File: src/hdl/assert_macros.svh
// ----------------------------------------------------------------------------
// assert_macros.svh
// Assertion shorthands used by the set table top level.
// ----------------------------------------------------------------------------
`ifndef ASSERT_MACROS_SVH
`define ASSERT_MACROS_SVH

// property that must hold at every clock edge out of reset
`define BST_ASSERT(name, expr, msg) \
   name: assert property (@(posedge clock) disable iff (reset) (expr)) else $error(msg);

// next-cycle implication
`define BST_ASSERT_NEXT(name, ante, cons, msg) \
   name: assert property (@(posedge clock) disable iff (reset) (ante) |=> (cons)) \
      else $error(msg);

`endif

File: src/hdl/bst_pkg.sv
// ----------------------------------------------------------------------------
// bst_pkg
// Types and action codes shared by the set table and its cells.
// ----------------------------------------------------------------------------
package bst_pkg;

   localparam int ValueW = 32;
   localparam int ActionW = 2;
   localparam int CountFieldW = 5;

   typedef logic [ActionW-1:0] action_type;
   typedef logic signed [ValueW-1:0] value_type;

   localparam action_type ACT_CLEAR = 2'd0;
   localparam action_type ACT_INSERT = 2'd1;
   localparam action_type ACT_DELETE = 2'd2;
   localparam action_type ACT_QUERY = 2'd3;

   // broadcast from the table control to every cell
   typedef struct packed {
      logic clear;
      logic insert;
      logic delete;
   } cell_ctrl_type;

endpackage

File: src/hdl/bounded_set_table_top.sv
// ----------------------------------------------------------------------------
// bounded_set_table_top
// Fixed-capacity set of distinct 32-bit values held in a chain of cells.
//
//   channel   ports                                  handshake
//   request   req_action, req_element_value          start & !busy
//   response  rsp_was_member .. rsp_is_empty         rsp_valid, one cycle
//
// A request is taken at an edge with start high and busy low; all cells
// compare against it at that edge. The next edge applies the action and the
// response strobes in the cycle after. A delete of a present value keeps busy
// high while the gap moves up the cell chain one slot per cycle.
// Reset empties the set. The response cannot be held off.
// ----------------------------------------------------------------------------
`include "assert_macros.svh"

module bounded_set_table_top
   import bst_pkg::*;
#(
   parameter int SET_CAPACITY = 16
)(
   input  logic                   clock,
   input  logic                   reset,
   input  logic                   start,
   output logic                   busy,
   input  action_type             req_action,
   input  value_type              req_element_value,
   output logic                   rsp_valid,
   output logic                   rsp_was_member,
   output logic [CountFieldW-1:0] rsp_element_count,
   output logic                   rsp_is_full,
   output logic                   rsp_is_empty
);

   localparam int CountW = $clog2(SET_CAPACITY + 1);

   logic              accept;
   logic              apply_ff, apply_in;
   action_type        action_ff;
   value_type         key_ff;
   logic [CountW-1:0] count_ff, count_in;
   logic              present;
   logic              hole_any;
   cell_ctrl_type     ctrl;

   logic [SET_CAPACITY-1:0] valid_vec;
   logic [SET_CAPACITY-1:0] hit_vec;
   logic [SET_CAPACITY-1:0] hole_vec;
   value_type               value_arr [SET_CAPACITY];

   logic                   rsp_valid_ff;
   logic                   rsp_was_member_ff;
   logic [CountFieldW-1:0] rsp_element_count_ff;
   logic                   rsp_is_full_ff;
   logic                   rsp_is_empty_ff;

   // request handshake
   assign hole_any = |hole_vec;
   assign busy     = apply_ff | hole_any;
   assign accept   = start & ~busy;
   assign apply_in = accept;

   always_ff @(posedge clock) begin
      if (reset) begin
         apply_ff <= 1'b0;
      end else begin
         apply_ff <= apply_in;
      end
   end

   always_ff @(posedge clock) begin
      if (accept) begin
         action_ff <= req_action;
         key_ff    <= req_element_value;
      end
   end

   // action decode for the cells
   assign present     = |hit_vec;
   assign ctrl.clear  = apply_ff && (action_ff == ACT_CLEAR);
   assign ctrl.insert = apply_ff && (action_ff == ACT_INSERT) && !present;
   assign ctrl.delete = apply_ff && (action_ff == ACT_DELETE);

   // cell chain
   for (genvar k = 0; k < SET_CAPACITY; k++) begin : g_cell
      logic      prev_valid;
      logic      prev_hole;
      logic      next_valid;
      value_type next_value;

      if (k == 0) begin : g_first
         assign prev_valid = 1'b1;
         assign prev_hole  = 1'b0;
      end else begin : g_inner_lo
         assign prev_valid = valid_vec[k-1];
         assign prev_hole  = hole_vec[k-1];
      end

      if (k == SET_CAPACITY - 1) begin : g_last
         assign next_valid = 1'b0;
         assign next_value = '0;
      end else begin : g_inner_hi
         assign next_valid = valid_vec[k+1];
         assign next_value = value_arr[k+1];
      end

      bst_cell u_cell (
         .clock      (clock),
         .reset      (reset),
         .ctrl       (ctrl),
         .cmp_value  (req_element_value),
         .key_value  (key_ff),
         .prev_valid (prev_valid),
         .prev_hole  (prev_hole),
         .next_valid (next_valid),
         .next_value (next_value),
         .valid      (valid_vec[k]),
         .value      (value_arr[k]),
         .hit        (hit_vec[k]),
         .hole       (hole_vec[k])
      );
   end

   // element count after the action
   always_comb begin
      count_in = count_ff;
      if (apply_ff) begin
         case (action_ff)
            ACT_CLEAR: begin
               count_in = '0;
            end
            ACT_INSERT: begin
               if (!present && (count_ff < CountW'(SET_CAPACITY))) begin
                  count_in = count_ff + CountW'(1);
               end
            end
            ACT_DELETE: begin
               if (present) begin
                  count_in = count_ff - CountW'(1);
               end
            end
            default: begin
               count_in = count_ff;
            end
         endcase
      end
   end

   always_ff @(posedge clock) begin
      if (reset) begin
         count_ff <= '0;
      end else begin
         count_ff <= count_in;
      end
   end

   // response register
   always_ff @(posedge clock) begin
      if (reset) begin
         rsp_valid_ff <= 1'b0;
      end else begin
         rsp_valid_ff <= apply_ff;
      end
   end

   always_ff @(posedge clock) begin
      if (apply_ff) begin
         rsp_was_member_ff    <= present;
         rsp_element_count_ff <= CountFieldW'(count_in);
         rsp_is_full_ff       <= (count_in == CountW'(SET_CAPACITY));
         rsp_is_empty_ff      <= (count_in == '0);
      end
   end

   assign rsp_valid         = rsp_valid_ff;
   assign rsp_was_member    = rsp_was_member_ff;
   assign rsp_element_count = rsp_element_count_ff;
   assign rsp_is_full       = rsp_is_full_ff;
   assign rsp_is_empty      = rsp_is_empty_ff;

   // checks
   `BST_ASSERT_NEXT(a_rsp_follows_apply, apply_ff, rsp_valid_ff,
      "response did not follow the apply cycle")
   `BST_ASSERT(a_valid_packed,
      (valid_vec & (valid_vec + SET_CAPACITY'(1))) == '0,
      "valid slots are not packed from slot zero")
   `BST_ASSERT(a_count_matches, busy || (CountW'($countones(valid_vec)) == count_ff),
      "element count disagrees with valid slots")
   `BST_ASSERT(a_single_hole, $onehot0(hole_vec),
      "more than one gap in the cell chain")
   `BST_ASSERT(a_single_hit, !apply_ff || $onehot0(hit_vec),
      "value stored in more than one slot")

endmodule

File: src/hdl/bst_cell.sv
// ----------------------------------------------------------------------------
// bst_cell
// One set slot: holds a value and its valid bit, compares with the broadcast
// request value, takes a clear or append, passes a delete hole up the chain.
// ----------------------------------------------------------------------------
module bst_cell
   import bst_pkg::*;
(
   input  logic          clock,
   input  logic          reset,
   input  cell_ctrl_type ctrl,
   input  value_type     cmp_value,
   input  value_type     key_value,
   input  logic          prev_valid,
   input  logic          prev_hole,
   input  logic          next_valid,
   input  value_type     next_value,
   output logic          valid,
   output value_type     value,
   output logic          hit,
   output logic          hole
);

   logic      valid_ff, valid_in;
   logic      hole_ff, hole_in;
   logic      hit_ff, hit_in;
   value_type value_ff, value_in;

   // membership compare, registered at every edge including the one that takes a request
   assign hit_in = valid_ff && (value_ff == cmp_value);

   // slot update: clear, append at the first free slot, open a gap on a delete hit, or close the gap
   always_comb begin
      valid_in = valid_ff;
      value_in = value_ff;
      hole_in  = 1'b0;
      if (ctrl.clear) begin
         valid_in = 1'b0;
      end else if (ctrl.insert && !valid_ff && prev_valid) begin
         valid_in = 1'b1;
         value_in = key_value;
      end else if (ctrl.delete && hit_ff) begin
         hole_in = 1'b1;
      end else if (hole_ff) begin
         // pull the upper neighbor down, or drop the last slot
         if (next_valid) begin
            value_in = next_value;
         end else begin
            valid_in = 1'b0;
         end
      end else if (prev_hole && valid_ff) begin
         hole_in = 1'b1;
      end
   end

   always_ff @(posedge clock) begin
      if (reset) begin
         valid_ff <= 1'b0;
         hole_ff  <= 1'b0;
         hit_ff   <= 1'b0;
      end else begin
         valid_ff <= valid_in;
         hole_ff  <= hole_in;
         hit_ff   <= hit_in;
      end
   end

   always_ff @(posedge clock) begin
      value_ff <= value_in;
   end

   assign valid = valid_ff;
   assign value = value_ff;
   assign hit   = hit_ff;
   assign hole  = hole_ff;

endmodule
File: config.mk
export PLATFORM = sky130hd
export DESIGN_NAME = bounded_set_table_top
export DESIGN_NICKNAME = d
export VERILOG_FILES = /design/src/hdl/bst_pkg.sv /design/src/hdl/bounded_set_table_top.sv /design/src/hdl/bst_cell.sv
export VERILOG_INCLUDE_DIRS = /design/src /design/src/hdl
export SDC_FILE = /design/constraint.sdc
export NUM_CORES = 1
export LEC_CHECK = 0
export BUFFER_PORTS_ARGS = -buffer_cell sky130_fd_sc_hd__buf_4
export CAP_MARGIN = 20
export CORE_ASPECT_RATIO = 2
export CORE_UTILIZATION = 50
export DETAILED_ROUTE_END_ITERATION = 10
export PLACE_DENSITY = 0.74
export SYNTH_ARGS = -nofsm -noshare
export SYNTH_HDL_FRONTEND = slang
export SYNTH_SLANG_ARGS = --single-unit
File: constraint.sdc
create_clock -name clock -period 8.76 [get_ports clock]
set_clock_uncertainty 0.15 [all_clocks]
set_input_delay 1.314 -clock clock [delete_from_list [all_inputs] [get_ports clock]]
set_output_delay 1.314 -clock clock [all_outputs]
set_load 0.05 [all_outputs]
==> metrics.md, run 1 <==
| Metric | Value |
|---|---|
| Status | `completed` |
| IR drop worst, VDD | `approximately 0.15 mV` |
| Post-Synth Adder-Cell Area | `0.0810%` |
| Max-slew violations | `0` |
| Hold-fix buffers at CTS | `0` |
| Initial core utilization | `50.6%` |
| Simple-Gate Fraction of Synth Area | `about 6.7%` |
| Post-Syn Area | `30900 µm²` |
| Initial DRC count | `~1900` |
| Num rows | `roughly 130` |
| Post-synth net total | `2199` |
| Crit-path leading delay family | `simple AND/OR/NAND/NOR gates` |
| Switching share of power | `23.1%` |
| RD Place Congestion | `0.977` |
| CTS tree | `built` |
| Crit path largest cell delay | `between 0.8 and 0.9 ns` |
| Number of synthesized flops with an enable pin | `554` |
| Seq/Total Area, Yosys | `57.4%` |
| Most common cell after layout, fill and taps aside | `edfxtp_1` |
| Sequential power share | `52.8%` |
| CP max stage cell | `nand2b_2` |
| Worst Path Buf+Inv | `1` |
| Cells after Synth | `2160` |
| Drt total wl | `109 mm` |
| Post-route minimum period | `4.45 ns` |
| Hold Path Class | `reg2reg` |
| Final setup viols | `0` |
| DRT antenna net count | `0` |
| Vias in the first global route | `19800` |
| Main combinational cell family by area after synthesis | `multiplexers` |
| Startpoint Class | `flop` |
| Initial antenna violation count | `11` |
| Wirelength per Cell | `36.5 µm` |
| PortBufs | `46` |
| Req. time, crit path | `just under 9 ns` |
| Max Clk Rate | `225 MHz` |
| PwrDens | `~180 nW/µm²` |
| # Post-CTS Setup Buffers | `0` |
| Boundary pin count | `47` |
| Clock Latency Late Sink | `just over 0.6 ns` |
| Worst EP arrival | `4.53 ns` |
| Mux contribution to synthesized area | `about 18%` |
| Layout Nets | `2187` |
| Worst Setup SP | `g_cell[12].u_cell.hit` |
| Final non-filler cell area | `33800 µm²` |
| Fin. Hold Viols | `0` |
| Final TNS setup | `0 ns` |
| Max Root-Sink Buffers | `3` |
| CTS buffer count | `51` |
| Async S/R FF share, synth | `0%` |
| Most frequent cells in the layout | `edfxtp_1, mux2_2, xnor2_1` |
| Die span in x | `between 150 and 200 µm` |
| Max_slew headroom | `between 15 and 20%` |
| Gr usage total | `35.6%` |
| Critical path fanouts, max | `34` |
| Worst-Margin Slew | `around 1.2 ns` |
| Root buffer cell | `clkbuf_16` |
| Combinational share of power | `5.4%` |
| Clock group share of total power | `41.7%` |
| Filler instances | `between 4000 and 5000` |
| RR Startpoint | `g_cell[12].u_cell.hit` |
| Pint | `0.00467 W` |
| Hold wc startpoint | `g_cell[15].u_cell.hit` |
| CTS sink count | `around 610` |
| Synth Area in XOR/XNOR | `14.4%` |
| Core Box Area | `61000 µm²` |
| Vias post-DR | `between 15000 and 20000` |
| H-tree level count | `2` |
| Crit. End Element | `flop` |
| Number of max-cap violations | `0` |
| #FFs+latches synth | `609` |
| Synth Warn # | `0` |
| Critical-path cell list | `nor4_1 > nand4_1 > nand2b_2 > nor3b_4 > buf_4 > a31oi_1 > nor2_4` |
| Synth cell types | `44` |
| Largest net degree at the start of global routing | `38` |
| Global route total overflow | `0` |
| Gates resized, CTS repair | `0` |
| Synth Area in Compound Gates | `1.26%` |
| Dpl cell area | `between 30000 and 40000 µm²` |
| Critical path type | `reg2reg` |
| DRC viols | `0` |
| Vias per inst | `around 6.5` |
| Syn_area_per_cell | `14.3 µm²` |
| Die Y | `about 350 µm` |
| Net Sw Power | `0.00141 W` |
| Fin crit share | `between 50% and 60%` |
| Pleak | `10.6 nW` |
| DP Wirelength | `around 73 mm` |
| DIE AREA | `62800 µm²` |
| RSZ-0062 raised after global routing | `false` |
| Synth Flop Type | `edfxtp_1` |
| First drt pass iteration count | `7` |
| First-pass GRT wire length | `roughly 150 mm` |
| Share of layout cells above drive strength 1 | `30.3%` |
| Area growth from synthesis to layout | `9.53%` |
| CTS clk-pin slew, worst paths | `0.07 ns` |
flip-flops by register name, indices dropped and copies added (netlist names), 2 cells and up:
signal               flops
g_cell.u_cell.valid     16
action_ff                2
g_cell.u_cell.value    512
g_cell.u_cell.hit       16
count_ff                 5
key_ff                  32
g_cell.u_cell.hole      16
rsp_element_count        5
worst paths after layout:
| path | to | depth (start not counted) | slack, ns |
|---|---|---|---|
| worst min register to register | g_cell[15].u_cell.hole | 2 | 0.37 |
| worst max register to register | g_cell[14].u_cell.value[11] | 7 | 4.31 |
| worst max-delay path | g_cell[14].u_cell.value[11] | 7 | 4.31 |
| worst min-delay path | g_cell[15].u_cell.hole | 2 | 0.37 |
cell usage after synthesis, drive strengths merged, types with 3 or more instances:
master,n,area share (%)
inv,11,0.13
and4,15,0.43
edfxtp,554,54
nand3b,33,0.80
nand4,85,1.7
and2,3,0.061
a31oi,16,0.32
dfxtp,55,3.6
o21ai,8,0.13
nor3b,16,0.74
nand2b,3,0.061
mux2,479,17
xnor2,282,8.0
nor2,44,0.54
nand2,26,0.32
nor4,89,1.8
xor2,227,6.4
buf,53,1.2
clkbuf,102,1.2
mux2i,3,0.097
nand3,6,0.097
a21oi,31,0.50
worst register-to-register path: cells and delay by family (launching register included):
kind            cells  cell delay [ns]
simple gates        5             2.97
compound gates      1             0.16
flops               1             0.31
buf+inv             1             0.46
through the flow:
stage	utilization (%)	hold WS, ns	instances	total power [W]	setup WS (ns)
floorplan	-	0.304	2160	0.00340	4.37
global placement	52.1	0.356	2863	0.00357	4.39
detailed placement	52.1	0.358	2863	0.00357	4.33
CTS	55.1	0.368	2957	0.00606	4.32
global route	55.4	0.396	2970	0.00619	4.07
finish	55.5	0.369	2978	0.00608	4.31
per-layer routing:
metal / global-route usage, % / wire, µm / part of all wire [%] / vias to the layer above
met5: 0.157 / 21 / 0.019 / -
met4: 37.0 / 13300 / 12 / 4
met3: 9.57 / 7520 / 6.9 / 506
met2: 60.1 / 55200 / 51 / 1053
met1: 33.2 / 32800 / 30 / 9817
li1: - / - / - / 7978
layout make-up:
cell class / instances / area, µm² / share of cell area [%]
flip-flops and latches: 609 / 17700 / 52.4
multi-input cells: 1385 / 12500 / 36.9
clock buffers: 62 / 1400 / 4.14
well taps: 780 / 976 / 2.88
repair buffers: 90 / 763 / 2.26
clock inverters: 32 / 419 / 1.24
inverters: 11 / 41.3 / 0.122
diodes: 9 / 22.5 / 0.0666
power groups by stage:
stage	Sequential, W	Combinational, W	Clock [W]
floorplan	0.00322	0.000179	0
global placement	0.00328	0.000291	0
detailed placement	0.00328	0.000293	0
CTS	0.00322	0.000295	0.00255
global route	0.00321	0.000335	0.00264
finish	0.00321	0.000331	0.00254
cell families (layout without fill, tap and decap cells):
family,count (synthesis),count (layout)
AOI/OAI and AO/OA,66,66
xor gates and xnor gates,509,509
adders and majority gates,2,2
buffers and inverters,166,195
DFF,609,609
muxes,482,482
other,0,9
and+or+nand+nor,326,326
No activity file was read; power rests on OpenSTA's default activity.
==> run 2, diff against run 1 <==
- clock period: 8.76 -> 4.1 ns (I/O delays scaled with it)
==> metrics.md, run 2 (same netlist as run 1, synthesis figures left out) <==
| Metric | Value |
|---|---|
| Clock group share of total power | `38.7% (was 41.7%)` |
| Area growth from synthesis to layout | `8.83% (was 9.53%)` |
| Max reg flops | `512 (unchanged)` |
| CTS clk-pin slew, worst paths | `0.07 ns (about the same)` |
| CTS sink count | `609 (unchanged)` |
| Net Sw Power | `0.00290 W (was 0.00141 W)` |
| Sequential power share | `55.6% (was 52.8%)` |
| Most common cell after layout, fill and taps aside | `edfxtp_1 (unchanged)` |
| Startpoint Class | `flop (unchanged)` |
| Die span in x | `178 µm (unchanged)` |
| Dpl ws | `0.801 ns (was 4.33 ns)` |
| Layout Nets | `2202 (was 2187)` |
| Switching share of power | `23.6% (was 23.1%)` |
| Hold-fix buffers at CTS | `0 (unchanged)` |
| Power Total | `0.0123 W (was 0.00608 W)` |
| CTS tree | `built (unchanged)` |
| First drt pass iteration count | `5 (was 7)` |
| Layout Cells excl Fill | `2988 (was 2978)` |
| Number of max-cap violations | `0 (unchanged)` |
| Clock Latency Late Sink | `0.63 ns (was 0.62 ns)` |
| CTS buffer count | `49 (was 51)` |
| CP max stage cell | `nand2b_2 (unchanged)` |
| PwrDens | `365 nW/µm² (was 180 nW/µm²)` |
| DP Wirelength | `72.1 mm (was 72.9 mm)` |
| Gr usage total | `32.6% (was 35.6%)` |
| PortBufs | `46 (unchanged)` |
| Die Y | `354 µm (unchanged)` |
| Vias post-DR | `18600 (was 19400)` |
| Worst EP arrival | `3.57 ns (was 4.53 ns)` |
| Max Clk Rate | `298 MHz (was 225 MHz)` |
| DIE AREA | `62800 µm² (unchanged)` |
| Vias per inst | `6.22 (was 6.50)` |
| Fin crit share | `81.8% (was 50.8%)` |
| Met3 usage | `7.47% (was 9.57%)` |
| Met2 track utilization from global routing | `57.6% (was 60.1%)` |
| Wirelength per Cell | `33.3 µm (was 36.5 µm)` |
| Vias in the first global route | `19500 (was 19800)` |
| Crit. End Element | `flop (unchanged)` |
| Initial DRC count | `1775 (was 1897)` |
| Post-route minimum period | `3.35 ns (was 4.45 ns)` |
| RD Place Congestion | `0.957 (was 0.977)` |
| Global route total overflow | `0 (unchanged)` |
| Core Box Area | `61000 µm² (unchanged)` |
| Drt total wl | `99.6 mm (was 109 mm)` |
| Pint | `0.00938 W (was 0.00467 W)` |
| Final setup viols | `0 (unchanged)` |
| Initial core utilization | `50.6% (unchanged)` |
| Worst Setup SP | `g_cell[11].u_cell.hit (was g_cell[12].u_cell.hit)` |
| Worst Hold Depth | `1 (was 2)` |
| RSZ-0062 raised after global routing | `false (unchanged)` |
| IR drop worst, VDD | `0.276 mV (was 0.147 mV)` |
| Fin. Hold Viols | `0 (unchanged)` |
| Hold Path Class | `in2reg (was reg2reg)` |
| DRC viols | `0 (unchanged)` |
| Initial antenna violation count | `11 (unchanged)` |
| Req. time, crit path | `4.32 ns (was 8.84 ns)` |
| Critical-path cell list | `nor4_1 > nand4_1 > nand2b_2 > nor3b_2 > buf_4 > mux2_2 (was nor4_1 > nand4_1 > nand2b_2 > nor3b_4 > buf_4 > a31oi_1 > nor2_4)` |
| Root buffer cell | `clkbuf_16 (unchanged)` |
| Max_slew headroom | `18.5% (was 17.5%)` |
| Critical Path Sink | `g_cell[11].u_cell.value[22] (was g_cell[14].u_cell.value[11])` |
| First-pass GRT wire length | `140 mm (was 151 mm)` |
| R2R depth | `6 (was 7)` |
| Combinational share of power | `5.7% (was 5.4%)` |
| Share of layout cells above drive strength 1 | `30.5% (was 30.3%)` |
| Critical path type | `reg2reg (unchanged)` |
| Largest net degree at the start of global routing | `36 (was 38)` |
| RR Startpoint | `g_cell[11].u_cell.hit (was g_cell[12].u_cell.hit)` |
| Crit path largest cell delay | `0.67 ns (was 0.85 ns)` |
| Placed insts | `2884 (was 2863)` |
| Final worst setup slack | `0.745 ns (was 4.31 ns)` |
| Most frequent cells in the layout | `edfxtp_1, mux2_2, xnor2_1 (unchanged)` |
| R2R Setup Slk | `0.75 ns (was 4.31 ns)` |
| DRT antenna net count | `0 (unchanged)` |
| Max Root-Sink Buffers | `3 (unchanged)` |
| M1 GR Usage | `28.7% (was 33.2%)` |
| Top Usage Layer GRT | `met2 (unchanged)` |
| Max-slew violations | `0 (unchanged)` |
| Worst-Margin Slew | `1.21 ns (was 1.23 ns)` |
| Num rows | `128 (unchanged)` |
| Pleak | `10.5 nW (was 10.6 nW)` |
| H-tree level count | `2 (unchanged)` |
| Critical path fanouts, max | `35 (was 34)` |
| Final TNS setup | `0 ns (unchanged)` |
| Boundary pin count | `47 (unchanged)` |
| Worst R2R End | `g_cell[11].u_cell.value[22] (was g_cell[14].u_cell.value[11])` |
| Status | `completed (unchanged)` |
| # Post-CTS Setup Buffers | `0 (unchanged)` |
| Gates resized, CTS repair | `0 (unchanged)` |
run 2: worst min-delay path by stage:
stage | to | start
final | action_ff[0] | req_action[0]
after floorplan | g_cell[15].u_cell.hole | g_cell[15].u_cell.hit
after global routing | action_ff[1] | req_action[1]
after detailed placement | g_cell[9].u_cell.hole | g_cell[9].u_cell.hit
after CTS | action_ff[0] | req_action[0]
after global placement | g_cell[3].u_cell.hole | g_cell[3].u_cell.hit
run 2: final cells by class:
class | instances | area, µm²
antenna | 7 | 17.5
clock buffer | 59 | 1310
clock inverter | 30 | 234
fill | 4860 | 27400
inverter | 11 | 41.3
multi-input combinational | 1385 | 12500
sequential | 609 | 17700
tap | 780 | 976
timing repair buffer | 107 | 821
run 2: power by group through the flow:
stage	Clock (W)	Sequential [W]	Combinational, W
final	0.00475	0.00683	0.000699
after global routing	0.00498	0.00684	0.000708
after CTS	0.00477	0.00683	0.000640
after detailed placement	0	0.00697	0.000637
after global placement	0	0.00696	0.000628
after floorplan	0	0.00689	0.000383
run 2: worst max-delay path: cells and delay by family, from the launching register on:
family / cells / cell delay (ns)
buffers and inverters: 1 / 0.45
multiplexers: 1 / 0.39
flip-flops: 1 / 0.31
AND/OR/NAND/NOR: 4 / 1.73
run 2: metal layers:
layer | wire length, µm | vias up
li1 | - | 8007
met1 | 29200 | 9473
met2 | 52600 | 747
met3 | 5050 | 366
met4 | 12700 | 4
met5 | 32 | -
run 2: per-stage QoR:
stage	hold WS [ns]	cell area [µm²]	utilization (%)
CTS	0.0278	33500	54.9
global route	0.0120	33600	55.1
detailed placement	0.367	32000	52.4
finish	0.0192	33600	55.1
floorplan	0.304	30900	-
global placement	0.355	32000	52.4
